==> src/rtl/wrs_pkg.sv <==
// shared types, codes and constants of the windowed regression scaling block
`timescale 1ns / 1ps

package wrs_pkg;

  localparam int unsigned SAMPLE_BITS_DEF = 16;
  localparam logic [15:0] WLEN_RESET      = 16'd1000;

  // long division widths: magnitude of a 128-bit product difference, scaled by 2^16
  localparam int unsigned DEN_W   = 128;
  localparam int unsigned DVD_W   = DEN_W + 16;
  localparam int unsigned OUT_W   = 136;

  typedef enum logic [3:0] {
    S_IDLE,
    S_WMUL,
    S_WDRAIN,
    S_WCOMMIT,
    S_NMUL,
    S_NDRAIN,
    S_NDIFF,
    S_DMUL,
    S_DDRAIN,
    S_DDIFF,
    S_DIVGO,
    S_DIVWAIT,
    S_LOAD
  } wrs_state_e;

  typedef enum logic [2:0] {
    PAIR_N_SXY,
    PAIR_SX_SY,
    PAIR_N_SXX,
    PAIR_SX_SX,
    PAIR_WA_WA,
    PAIR_WA_WB
  } mul_pair_e;

  typedef enum logic [1:0] {
    DIV_FREE,
    DIV_ORIGIN,
    DIV_TOTAL
  } div_sel_e;

  typedef struct packed {
    logic      in_ready;
    logic      item;
    logic      mul_go;
    mul_pair_e mul_pair;
    logic [1:0] mul_part;
    logic      mul_dst;
    logic      win_commit;
    logic      num_latch;
    logic      den_latch;
    logic      div_start;
    logic      div_store;
    div_sel_e  div_sel;
    logic      out_load;
  } wrs_cmd_t;

  typedef struct packed {
    logic win_hit;
    logic div_done;
    logic out_busy;
  } wrs_st_t;

endpackage

==> src/rtl/wrs_ctrl.sv <==
// controller: sequences item intake, window products, final products and divisions
`timescale 1ns / 1ps

module wrs_ctrl import wrs_pkg::*; (
  input  logic     clk_i,
  input  logic     rst_ni,
  input  logic     in_valid_i,
  input  logic     in_last_i,
  input  wrs_st_t  st_i,
  output wrs_cmd_t cmd_o
);

  wrs_state_e state_q, state_d;
  logic [2:0] cnt_q, cnt_d;
  logic       last_q, last_d;
  div_sel_e   sel_q, sel_d;
  logic       accept;

  assign accept = (state_q == S_IDLE) & in_valid_i;

  // next state
  always_comb begin
    state_d = state_q;
    cnt_d   = cnt_q;
    last_d  = last_q;
    sel_d   = sel_q;
    unique case (state_q)
      S_IDLE: begin
        if (accept) begin
          last_d = in_last_i;
          cnt_d  = '0;
          if (st_i.win_hit) begin
            state_d = S_WMUL;
          end else if (in_last_i) begin
            state_d = S_NMUL;
          end
        end
      end
      S_WMUL: begin
        cnt_d = cnt_q + 3'd1;
        if (cnt_q[0]) begin
          state_d = S_WDRAIN;
        end
      end
      S_WDRAIN:  state_d = S_WCOMMIT;
      S_WCOMMIT: begin
        cnt_d   = '0;
        state_d = last_q ? S_NMUL : S_IDLE;
      end
      S_NMUL: begin
        cnt_d = cnt_q + 3'd1;
        if (cnt_q == 3'd7) begin
          state_d = S_NDRAIN;
        end
      end
      S_NDRAIN: state_d = S_NDIFF;
      S_NDIFF: begin
        cnt_d   = '0;
        state_d = S_DMUL;
      end
      S_DMUL: begin
        cnt_d = cnt_q + 3'd1;
        if (cnt_q == 3'd7) begin
          state_d = S_DDRAIN;
        end
      end
      S_DDRAIN: state_d = S_DDIFF;
      S_DDIFF: begin
        sel_d   = DIV_FREE;
        state_d = S_DIVGO;
      end
      S_DIVGO: state_d = S_DIVWAIT;
      S_DIVWAIT: begin
        if (st_i.div_done) begin
          unique case (sel_q)
            DIV_FREE: begin
              sel_d   = DIV_ORIGIN;
              state_d = S_DIVGO;
            end
            DIV_ORIGIN: begin
              sel_d   = DIV_TOTAL;
              state_d = S_DIVGO;
            end
            default: begin
              state_d = S_LOAD;
            end
          endcase
        end
      end
      S_LOAD: begin
        if (!st_i.out_busy) begin
          state_d = S_IDLE;
        end
      end
      default: state_d = S_IDLE;
    endcase
  end

  // command outputs
  always_comb begin
    cmd_o          = '0;
    cmd_o.mul_pair = PAIR_N_SXY;
    cmd_o.div_sel  = sel_q;
    unique case (state_q)
      S_IDLE: begin
        cmd_o.in_ready = 1'b1;
        cmd_o.item     = accept;
      end
      S_WMUL: begin
        cmd_o.mul_go   = 1'b1;
        cmd_o.mul_pair = cnt_q[0] ? PAIR_WA_WB : PAIR_WA_WA;
        cmd_o.mul_dst  = cnt_q[0];
      end
      S_WCOMMIT: cmd_o.win_commit = 1'b1;
      S_NMUL: begin
        cmd_o.mul_go   = 1'b1;
        cmd_o.mul_pair = cnt_q[2] ? PAIR_SX_SY : PAIR_N_SXY;
        cmd_o.mul_part = cnt_q[1:0];
        cmd_o.mul_dst  = cnt_q[2];
      end
      S_NDIFF: cmd_o.num_latch = 1'b1;
      S_DMUL: begin
        cmd_o.mul_go   = 1'b1;
        cmd_o.mul_pair = cnt_q[2] ? PAIR_SX_SX : PAIR_N_SXX;
        cmd_o.mul_part = cnt_q[1:0];
        cmd_o.mul_dst  = cnt_q[2];
      end
      S_DDIFF:   cmd_o.den_latch = 1'b1;
      S_DIVGO:   cmd_o.div_start = 1'b1;
      S_DIVWAIT: cmd_o.div_store = st_i.div_done;
      S_LOAD:    cmd_o.out_load  = ~st_i.out_busy;
      default: begin
        cmd_o.in_ready = 1'b0;
      end
    endcase
  end

  always_ff @(posedge clk_i or negedge rst_ni) begin
    if (!rst_ni) begin
      state_q <= S_IDLE;
      cnt_q   <= '0;
      last_q  <= 1'b0;
      sel_q   <= DIV_FREE;
    end else begin
      state_q <= state_d;
      cnt_q   <= cnt_d;
      last_q  <= last_d;
      sel_q   <= sel_d;
    end
  end

endmodule

==> config.mk <==
export PLATFORM = sky130hd
export DESIGN_NAME = wrs_ctrl
export DESIGN_NICKNAME = d
export VERILOG_FILES = /design/src/rtl/wrs_pkg.sv /design/src/rtl/wrs_ctrl.sv
export SDC_FILE = /design/constraint.sdc
export NUM_CORES = 1
export LEC_CHECK = 0
export BUFFER_PORTS_ARGS = -buffer_cell sky130_fd_sc_hd__buf_2
export CAP_MARGIN = 40
export CORE_UTILIZATION = 50
export CTS_CLUSTER_SIZE = 30
export DETAILED_ROUTE_END_ITERATION = 10
export GPL_ROUTABILITY_DRIVEN = 0
export PLACE_DENSITY = 0.83
export SYNTH_ARGS = -nofsm -noshare
export SYNTH_HDL_FRONTEND = slang
export SYNTH_SLANG_ARGS = --single-unit
export TNS_END_PERCENT = 50
==> constraint.sdc <==
create_clock -name clk_i -period 2.7 [get_ports clk_i]
set_input_delay 0.54 -clock clk_i [delete_from_list [all_inputs] [get_ports clk_i]]
set_output_delay 0.54 -clock clk_i [all_outputs]
set_load 0.05 [all_outputs]
After elaboration in Yosys (flattened, before gate mapping)
Cells that the tools add are included.
{"block": "totals", "register_bits": 10, "inputBits": 7, "elab_cells": 71}
{"block": "op_classes", "n_addsub": 1, "n_reduce_logical": 12, "mux": 30, "eq_ne": 22, "bitwise": 2}
{"op": "$pmux W4 S13", "count": 1}
{"op": "$mux W4", "count": 8}
{"op": "$eq A4 B4 Y1 const B", "count": 5}
{"op": "$eq A4 B3 Y1 const B", "count": 4}
{"op": "$ne A2 B2 Y1 const B", "count": 6}
{"op": "$pmux W4 S3", "count": 1}
{"op": "$mux W1", "count": 11}
{"op": "$mux W3", "count": 3}
{"op": "$pmux W3 S3", "count": 1}
{"op": "$eq A4 B2 Y1 const B", "count": 2}
{"op": "$pmux W2 S2", "count": 2}
{"op": "$reduce_and A7 Y1", "count": 1}
{"op": "$reduce_or A2 Y1", "count": 3}
{"op": "$eq A4 B1 Y1 const B", "count": 1}
{"op": "$logic_not A4 Y1", "count": 1}
{"op": "$mux W2", "count": 2}
{"op": "$reduce_and A2 Y1", "count": 2}
{"op": "$add A3 B1 Y3 const B", "count": 1}
{"op": "$eq A3 B3 Y1 const B", "count": 1}
{"op": "$ne A3 B1 Y1 const B", "count": 1}
{"op": "$ne A3 B3 Y1 const B", "count": 1}
{"op": "$reduce_and A3 Y1", "count": 1}
{"op": "$reduce_bool A3 Y1", "count": 1}
{"op": "$reduce_or A3 Y1", "count": 1}
{"op": "other kinds (6)", "count": 6}

Depth between registers and ports, before layout
{"block": "depth", "depth_word": 5, "depth_mapped": 6}

Worst setup path after synthesis
No wires, ideal clock.
{"block": "synth_timing", "path_kind": "register -> output", "from": "reg state_q[1]", "to": "out cmd_o[15] (netlist bit)", "required_time_ns": 2.160, "slack_ns": 0.244, "path_buffers": 0, "path_stages_with_launch": 4, "arrival_time_ns": 1.916, "path_cell_list": "dfrtp_1 or2_2 nor3_2 and2_1"}
{"item": "start: declaration", "line": "wrs_ctrl.sv:13", "rtl": "wrs_state_e state_q, state_d;"}
{"item": "start signal: assignment", "line": "wrs_ctrl.sv:145", "rtl": "state_q <= state_d;"}
{"item": "end: declaration", "line": "wrs_ctrl.sv:10", "rtl": "output wrs_cmd_t cmd_o"}

==> metrics.md <==
| Metric | Value |
|---|---|
| Pre-antenna DRT Iters | `4` |
| Total GRT Usage | `0.215` |
| Max Fclk | `409 MHz` |
| Clock slew seen by the registers of the worst setup and hold paths | `60 ps` |
| Final ANT Viol Nets | `0` |
| First-pass GRT wire length | `2.39 mm` |
| Die width | `41.4 um` |
| CTS tree | `yes` |
| Fin crit share | `0.906` |
| Power Dens Cells | `1130 mW/mm^2` |
| Worst min-delay path category | `primary input to async pin` |
| DIE AREA | `0.00171 sq mm` |
| Num rows | `13` |
| Setup Fix Bufs, Post-CTS | `0` |
| Syn Inst Count | `98` |
| DR vias | `771` |
| Pin count of the biggest net entering global routing | `22` |
| Most common cell after layout, fill and taps aside | `buf_2` |
| Unique masters post-synth | `34` |
| Setup TNS | `0 ps` |
| HPWL Detailed | `1.24 mm` |
| Nets | `128` |
| Routed wire per std cell | `12.3 um` |
| Skew final | `8.79 ps` |
| CP max FO | `20` |
| Post-Syn Area | `774 sq um` |
| Final slew viol count | `0` |
| Number of remaining DRC errors | `0` |
| Initial antenna violation count | `0` |
| CP peak stage delay | `560 ps` |
| Number of global-route vias before repair | `550` |
| Critical path's slowest cell | `dfrtp_1` |
| Antenna diode count | `0` |
| Synthesis-stage register bit count | `10` |
| Multi-input gate area | `473 sq um` |
| Clock Sink Count | `10` |
| Ratio of cells with drive above 1 in the final layout | `0.256` |
| Worst path arrival time | `1910 ps` |
| Core Box Area | `0.00137 sq mm` |
| Grt ovf | `0` |
| Clk_lat worst skew | `250 ps` |
| Yosys warns | `0` |
| Setup-failing EPs final | `0` |
| Fin Hold WS | `130 ps` |
| I/O pin count | `24` |
| Vias per cell | `5.84` |
| Fill count | `120` |
| CP required | `2160 ps` |
| Final hold viol count | `0` |
| Final worst path period need | `2450 ps` |
| Leak | `0.446 nW` |
| Max-cap violation count | `0` |
| Clk buf depth | `2` |
| CTS Buf Count | `3` |
| Syn avg cell area | `7.90 sq um` |
| VDD IR max | `785 uV` |
| Sequential share of the synthesized area | `0.323` |
| Slew margin rel. | `0.606` |
| Post-layout util | `0.652` |
| Register area | `250 sq um` |
| Least-Margin Pin Slew | `591 ps` |
| Die Y-Extent | `41.4 um` |
| Synth-to-Final Area Change | `15.0%` |
| First-iteration detailed-routing DRC count | `28` |
| RSZ-0062 raised after global routing | `false` |
| CP Capture Type | `output port` |
| Startpoint Class | `flip-flop` |
| Most frequent cells in the layout | `buf_2, nor2_1, a21oi_1, dfrtp_1, nand2_1` |
| Status | `completed` |
| Port bufs | `23` |
| # hold bufs at CTS | `0` |
| Syn_nets | `107` |
| Clock root cell | `clkbuf_4` |
| H-tree Lvls | `1` |
| WS Path Type | `flip-flop to output port` |
| Initial Utilization | `0.567` |
| CTS resizes | `0` |
| Routed WL | `1.63 mm` |
| Crit-path cells | `or2_2 > a21oi_1 > and2_1 > buf_2` |
## layer usage
layer	GRT usage	share of wire
met5	0	0
met4	0.0242	0.0031
met3	0.0319	0.094
met2	0.316	0.41
met1	0.339	0.49
## path summary, 6_finish.rpt
path | depth (start not counted) | startpoint | end | slack [ps]
hold / removal | 1 | rst_ni | state_q[2] | 130
setup / recovery | 4 | state_q[0] | cmd_o[9] | 250
max in group asynchronous | 1 | rst_ni | sel_q[0] | 2380
setup reg to reg | 4 | state_q[0] | last_q | 940
min in group clk_i | 2 | last_q | state_q[2] | 490
hold reg to reg | 2 | last_q | state_q[2] | 490
## cell usage after synthesis
| library cell | number | area share |
|---|---|---|
| a211oi_1 | 1 | 0.0097 |
| a21oi_1 | 10 | 0.065 |
| a22o_1 | 3 | 0.034 |
| a22oi_1 | 1 | 0.0097 |
| a31oi_1 | 2 | 0.016 |
| a41oi_1 | 1 | 0.011 |
| and2_1 | 3 | 0.024 |
| and3_1 | 3 | 0.024 |
| and3b_1 | 1 | 0.011 |
| buf_2 | 5 | 0.032 |
| buf_6 | 1 | 0.015 |
| clkbuf_1 | 1 | 0.0048 |
| dfrtp_1 | 10 | 0.32 |
| ha_1 | 2 | 0.032 |
| inv_1 | 3 | 0.015 |
| mux2_1 | 1 | 0.015 |
| mux2_2 | 1 | 0.015 |
| nand2_1 | 8 | 0.039 |
| nand2b_1 | 4 | 0.032 |
| nand3_1 | 1 | 0.0065 |
| nand3b_1 | 1 | 0.0097 |
| nand4_1 | 1 | 0.0081 |
| nor2_1 | 10 | 0.048 |
| nor2b_1 | 4 | 0.032 |
| nor3_1 | 4 | 0.026 |
| nor3_2 | 1 | 0.013 |
| o211ai_2 | 1 | 0.016 |
| o21ai_0 | 7 | 0.045 |
| o22ai_1 | 1 | 0.0081 |
| o2bb2ai_1 | 1 | 0.011 |
| o31ai_1 | 2 | 0.019 |
| or2_2 | 1 | 0.0081 |
| or4_1 | 1 | 0.0097 |
| xor2_1 | 1 | 0.011 |
## flip-flops by register name, summed over array words and instances (netlist names)
| signal | flops |
|---|---|
| cnt_q | 3 |
| last_q | 1 |
| sel_q | 2 |
| state_q | 4 |
## critical path: cells and delay by family (launching register included)
kind | cells | cell delay [ps]
buffers and inverters | 1 | 250
AOI/OAI and AO/OA | 1 | 280
DFF | 1 | 560
and+or+nand+nor | 2 | 570
## cell type report
class / count / share of cell area
multi-input cells: 78 / 0.531
flip-flops and latches: 10 / 0.281
repair buffers: 23 / 0.129
clock buffers: 3 / 0.0253
well taps: 15 / 0.0211
inverters: 3 / 0.0126
## power breakdown
part	total, mW	switching (mW)	internal (mW)
registers	0.316	0.119	0.196
clock network	0.0927	0.0417	0.0510
logic	0.600	0.404	0.196
## kinds of logic (layout without fill, tap and decap cells)
logic type	count (synthesis)	in the layout	synth area share
mux	2	2	0.0291
compound gates	30	30	0.246
xor+xnor	1	1	0.0113
fa+ha+maj	2	2	0.0323
flops	10	10	0.323
simple gates	43	43	0.292
buf+inv	10	29	0.0662
## metrics by stage
stage / cell area (sq um) / power, mW / setup WS (ps) / instances
floorplan: 774 / 0.814 / 244 / 98
global placement: 868 / 0.903 / 554 / 129
detailed placement: 868 / 0.915 / 527 / 129
CTS: 891 / 1.01 / 257 / 132
global route: 891 / 1.09 / 120 / 132
finish: 891 / 1.01 / 253 / 132
(Power assumes the default switching activity.)
